**src/rtl/bpfl_pkg.sv**
```systemverilog
// Shared types and constants of the Blinn-Phong fragment lighting block.
`default_nettype none

package bpfl_pkg;

  // Coordinate width, Q7.8 by default
  localparam int COORD_WIDTH = 16;

  // Fixed widths of the packed fields
  localparam int PACK_W  = 3 * COORD_WIDTH;
  localparam int COLOR_W = 24;
  localparam int SLOT_W  = 3;

  // Normalize unit number formats
  localparam int VEC_W     = 22;  // signed input component, holds any coordinate difference
  localparam int MAG_W     = 21;  // magnitude after the shift to at least 2^20
  localparam int LEN_W     = 44;  // sum of three squared magnitudes
  localparam int ROOT_W    = 22;  // integer square root of that sum
  localparam int QUO_W     = 15;  // unit component magnitude, at most 16384
  localparam int UNIT_W    = 16;  // signed Q1.14 unit component
  localparam int FRAC      = 14;
  localparam int UNIT_ONE  = 16384;

  // Color constants and final scaling
  localparam logic [7:0] GRAY  = 8'd153;
  localparam logic [7:0] WHITE = 8'd255;
  localparam int ROUND_HALF = 255 * 8192;
  localparam int SAT_LIMIT  = 255 * 256;

  // Operation codes
  localparam logic OP_SHADE = 1'b0;
  localparam logic OP_LOAD  = 1'b1;

  // Configuration register indexes
  localparam logic [2:0] REG_EYE       = 3'd0;
  localparam logic [2:0] REG_SHININESS = 3'd1;
  localparam logic [2:0] REG_COUNT     = 3'd2;
  localparam logic [2:0] REG_DIFF_TEX  = 3'd3;
  localparam logic [2:0] REG_SPEC_TEX  = 3'd4;

  typedef logic signed [VEC_W-1:0]  ncomp_t;
  typedef logic signed [UNIT_W-1:0] ucomp_t;

  // One light slot as stored
  typedef struct packed {
    logic                 is_point;
    logic [PACK_W-1:0]    vector;
    logic [COLOR_W-1:0]   ambient;
    logic [COLOR_W-1:0]   diffuse;
    logic [COLOR_W-1:0]   specular;
  } light_t;

  // One classified item in the queue between front and back
  typedef struct packed {
    logic                 is_load;
    logic [SLOT_W-1:0]    slot;
    logic [PACK_W-1:0]    normal;
    logic [PACK_W-1:0]    position;
    logic [COLOR_W-1:0]   diffuse_texel;
    logic [COLOR_W-1:0]   specular_texel;
    light_t               light;
  } item_t;

endpackage

`default_nettype wire

```
**src/rtl/bpfl_front.sv**
```systemverilog
// Front end: accepts items, classifies them and queues them for the back end.
`default_nettype none

module bpfl_front #(
  parameter int MAX_LIGHTS = 8
) (
  input  logic                            clk,
  input  logic                            rst,
  input  logic                            start,
  output logic                            busy,
  input  logic                            operation,
  input  logic [bpfl_pkg::PACK_W-1:0]     normal_xyz,
  input  logic [bpfl_pkg::PACK_W-1:0]     position_xyz,
  input  logic [bpfl_pkg::COLOR_W-1:0]    diffuse_texel_rgb,
  input  logic [bpfl_pkg::COLOR_W-1:0]    specular_texel_rgb,
  input  logic [bpfl_pkg::SLOT_W-1:0]     light_slot,
  input  logic [bpfl_pkg::PACK_W-1:0]     light_vector_xyz,
  input  logic                            light_is_point,
  input  logic [bpfl_pkg::COLOR_W-1:0]    light_ambient_rgb,
  input  logic [bpfl_pkg::COLOR_W-1:0]    light_diffuse_rgb,
  input  logic [bpfl_pkg::COLOR_W-1:0]    light_specular_rgb,
  output logic                            pop_valid,
  output bpfl_pkg::item_t                 pop_item,
  input  logic                            pop_ready
);
  import bpfl_pkg::*;

  item_t      entry [2];
  logic       wr_ptr;
  logic       rd_ptr;
  logic [1:0] count;
  item_t      item_in;
  logic       accept;
  logic       push;
  logic       pop;

  // Classify the incoming item; a load to a missing slot is dropped here
  always_comb begin
    item_in.is_load        = (operation == OP_LOAD);
    item_in.slot           = light_slot;
    item_in.normal         = normal_xyz;
    item_in.position       = position_xyz;
    item_in.diffuse_texel  = diffuse_texel_rgb;
    item_in.specular_texel = specular_texel_rgb;
    item_in.light.is_point = light_is_point;
    item_in.light.vector   = light_vector_xyz;
    item_in.light.ambient  = light_ambient_rgb;
    item_in.light.diffuse  = light_diffuse_rgb;
    item_in.light.specular = light_specular_rgb;
  end

  assign busy      = count[1];
  assign accept    = start && !busy;
  assign push      = accept && !(item_in.is_load && (32'(light_slot) >= MAX_LIGHTS));
  assign pop_valid = (count != 2'd0);
  assign pop_item  = entry[rd_ptr];
  assign pop       = pop_valid && pop_ready;

  // Hold queued items
  always_ff @(posedge clk) begin
    if (push) begin
      entry[wr_ptr] <= item_in;
    end
  end

  // Advance pointers and fill count
  always_ff @(posedge clk) begin
    if (rst) begin
      wr_ptr <= 1'b0;
      rd_ptr <= 1'b0;
      count  <= 2'd0;
    end else begin
      if (push) begin
        wr_ptr <= !wr_ptr;
      end
      if (pop) begin
        rd_ptr <= !rd_ptr;
      end
      case ({push, pop})
        2'b10:   count <= count + 2'd1;
        2'b01:   count <= count - 2'd1;
        default: count <= count;
      endcase
    end
  end

endmodule

`default_nettype wire

```
**config.mk**
```make
export PLATFORM = sky130hd
export DESIGN_NAME = bpfl_front
export DESIGN_NICKNAME = d
export VERILOG_FILES = /design/src/rtl/bpfl_pkg.sv /design/src/rtl/bpfl_front.sv
export SDC_FILE = /design/constraint.sdc
export NUM_CORES = 1
export LEC_CHECK = 0
export CORE_ASPECT_RATIO = 1.1
export CORE_MARGIN = 10
export CORE_UTILIZATION = 40
export CTS_BUF_LIST = sky130_fd_sc_hd__clkbuf_8
export DETAILED_ROUTE_END_ITERATION = 8
export DONT_BUFFER_PORTS = 1
export GPL_ROUTABILITY_DRIVEN = 0
export PLACE_DENSITY_LB_ADDON = 0.1
export SKIP_CTS_REPAIR_TIMING = 1
export SLEW_MARGIN = 20
export SYNTH_ARGS = -nofsm -noshare
export SYNTH_HDL_FRONTEND = slang
export SYNTH_SLANG_ARGS = --single-unit
```
**constraint.sdc**
```tcl
create_clock -name clk -period 29.7 [get_ports clk]
set_clock_uncertainty 0.2 [all_clocks]
set_input_delay 2.97 -clock clk [delete_from_list [all_inputs] [get_ports clk]]
set_output_delay 2.97 -clock clk [all_outputs]
set_load 0.02 [all_outputs]
```
==> impl_metrics.ini <==
[outcome]
status = finished clean

[worst_setup_path]
worstPathArrival_ps = 3090
cp-end-kind = output port
path_cells = buf_12 -> buf_16 -> mux2_2
ff2ff_setup_slack_ps = 26590
critPathRequiredTime_ps = 26530
path_max_fanout = 97
cpMaxStageDelayCell = dfxtp_4
path_class = flip-flop to output port
cpLargestDelayFamily = flip-flops
crit_end = pop_item[7]
critical_path.max_stage_delay_ps = 950
cp-start-kind = flip-flop
critical_path_buf_inv_count = 2
rr_startpoint = count[1]
critical_path_depth = 3
timing.rr.end = entry[1][49]
ff2ff_path_depth = 4

[cells_and_area]
drive_gt1_frac = 0.3935
syn2layout_area_growth_pct = 11.06
nFillCells = 4235
finalNonFillerCells = 1662
final_cell_area_um2 = 22710
fin_nets = 1200

[floorplanning]
floorplan.initialDensity = 0.4061
dieArea_um2 = 60580
ios = 544
rows = 86
core_area_um2 = 50360
die_height_um = 257.2
fp.dieW_um = 235.6

[sta]
rsz0062_at_grt = false
setup_viol = 0
max_slew_margin = 0.3357
worst_slew_pin_slew_ps = 996.5
fmax_ghz = 0.1596
finalMaxSlewViolations = 0
timing.final.ws_setup_ps = 23440
period_needed_ps = 6264
tns_ps = 0
finalCritPeriodShare = 0.2109
hold_viol = 0

[drt]
routed_via_density = 4.982
ant_nets = 0
vias = 8280
drt_pass1_iterations = 5
drc = 0
drtIter0Drc = 449
wl_um = 48570
routedWlPerCell_um = 29.23

[placed_design]
placed_cells = 1500
io_buffers = 0
hpwl_um = 35060
place_area_um2 = 21080
place_ws_ps = 23890

[global_routing]
antenna_found_initial = 10
grt-ovfl-total = 0
grt_max_degree = 141
grt_use_total = 0.1535
grt_pass1_vias = 8755
grt_first_pass_wirelength_um = 66330

[clock_tree]
htree_levels = 3
clock_path_buffers = 3
clk_pin_slew_ps = 60
cts_tree = built
clock_latency_ps = 640
root_buffer = clkbuf_8
cts_sinks = 543
cts_buffers = 83

[worst_hold_path]
min_path_type = flip-flop to flip-flop
hold_path_startpoint = rd_ptr

[synth]
synth.largest_area_cell = edfxtp_1
synth_cells = 860
synth_area_per_cell_um2 = 23.78
ys_seq_elements = 543
syn_area_um2 = 20450
ys_seq_area_frac = 0.7948
synthTopCellsByArea = edfxtp_1 (79%), mux2_4 (15%), mux2_2 (3.8%)
synth_top_area_frac = 0.7899
synthesis.nets = 1134
yosysUniqueCellTypes = 17
yosys_warnings = 0

[pwr]
power.density_nw_per_um2 = 100.1
p_leak_nw = 7.742
peakVddDrop_mv = 0.06290

[job]
max_cap_viol_count = 0
## routing by layer
| metal | wire (um) | GRT usage |
|---|---|---|
| met4 | 1336 | 0.06948 |
| met5 | 75 | 0 |
| met2 | 26190 | 0.2749 |
| met3 | 6249 | 0.09569 |
| met1 | 14720 | 0.1316 |
## cell usage after synthesis (all sizes together)
library cell and count:
edfxtp 538, mux2 269, buf 30, nor2 6, dfxtp 5, xnor2 3
a21oi 1, ha 1, inv 1, nand2b 1, o21a 1, o21ai 1
or2 1, or3 1, xor2 1
## per-stage QoR
| step | hold WS, ps | power (mW) | utilization |
|---|---|---|---|
| floorplan | 281.0 | 1.667 | - |
| global placement | 295.9 | 1.715 | 0.4186 |
| detailed placement | 321.2 | 1.729 | 0.4186 |
| CTS | 341.2 | 2.318 | 0.4497 |
| global route | 372.6 | 2.373 | 0.4507 |
| finish | 330.5 | 2.273 | 0.4511 |
## state kept, by name (all words and copies together), names as in the netlist, named ones only
name	count
count	2
entry	538
wr_ptr	1
rd_ptr	1
## worst min path at each step
stage                 to  slack [ps]  cells past startpoint
6_report       flip-flop         330                      2
5_1_grt        flip-flop         370                      2
4_1_cts        flip-flop         340                      2
3_5_place_dp   flip-flop         320                      2
3_3_place_gp      rd_ptr         300                      2
2_1_floorplan  flip-flop         280                      2
## area by class of cell
cell class	instances	area [um2]	area share
Inverter	1	3.754	0.0001653
Antenna cell	11	27.53	0.001212
Tap cell	660	825.8	0.03636
Sequential cell	543	16260	0.7158
Clock buffer	86	1184	0.05211
Multi-Input combinational cell	286	3901	0.1718
Timing Repair Buffer	11	126.4	0.005563
Clock inverter	64	386.6	0.01702
## worst reg2reg max path, delay by kind of cell, from the launching register on
kind / cells / cell delay (ps)
buf+inv: 2 / 1480
simple gates: 2 / 500
flops: 1 / 440
## power breakdown
group | internal [mW] | leakage (nW) | switching, mW | total [mW]
clock | 0.305 | 0.883 | 0.274 | 0.579
sequential | 1.01 | 5.07 | 0.0483 | 1.05
combinational | 0.228 | 1.79 | 0.412 | 0.640
## logic make-up after synthesis
family,count (synthesis),synth area share
buffers and inverters,31,0.01517
xor gates and xnor gates,4,0.001713
and+or+nand+nor,9,0.002019
AOI/OAI and AO/OA,3,0.0008561
adders and majority gates,1,0.0006117
DFF,543,0.7948
muxes,269,0.1848
## layout by cell type (no fill, tap or decap)
cell type	synthesis	routed
edfxtp_1	538	538
mux2_4	200	200
clkbuf_8	0	86
mux2_2	69	69
inv_1	1	25
clkinv_1	0	20
diode_2	0	11
clkinv_2	0	9
buf_4	0	6
nor2_1	6	4
clkinvlp_4	0	4
bufinv_16	0	4
dfxtp_1	5	4
xnor2_1	3	3
buf_6	25	3
nor2_4	0	2
inv_6	0	2
o21a_1	1	1
nand2b_1	1	1
or2_2	1	1
xor2_1	1	1
o21ai_0	1	1
or3_1	1	1
a21oi_1	1	1
ha_1	1	1
dfxtp_4	0	1
clkinv_4	0	1
buf_16	0	1
buf_12	0	1
Note: power is estimated with default switching activity, not from simulation.
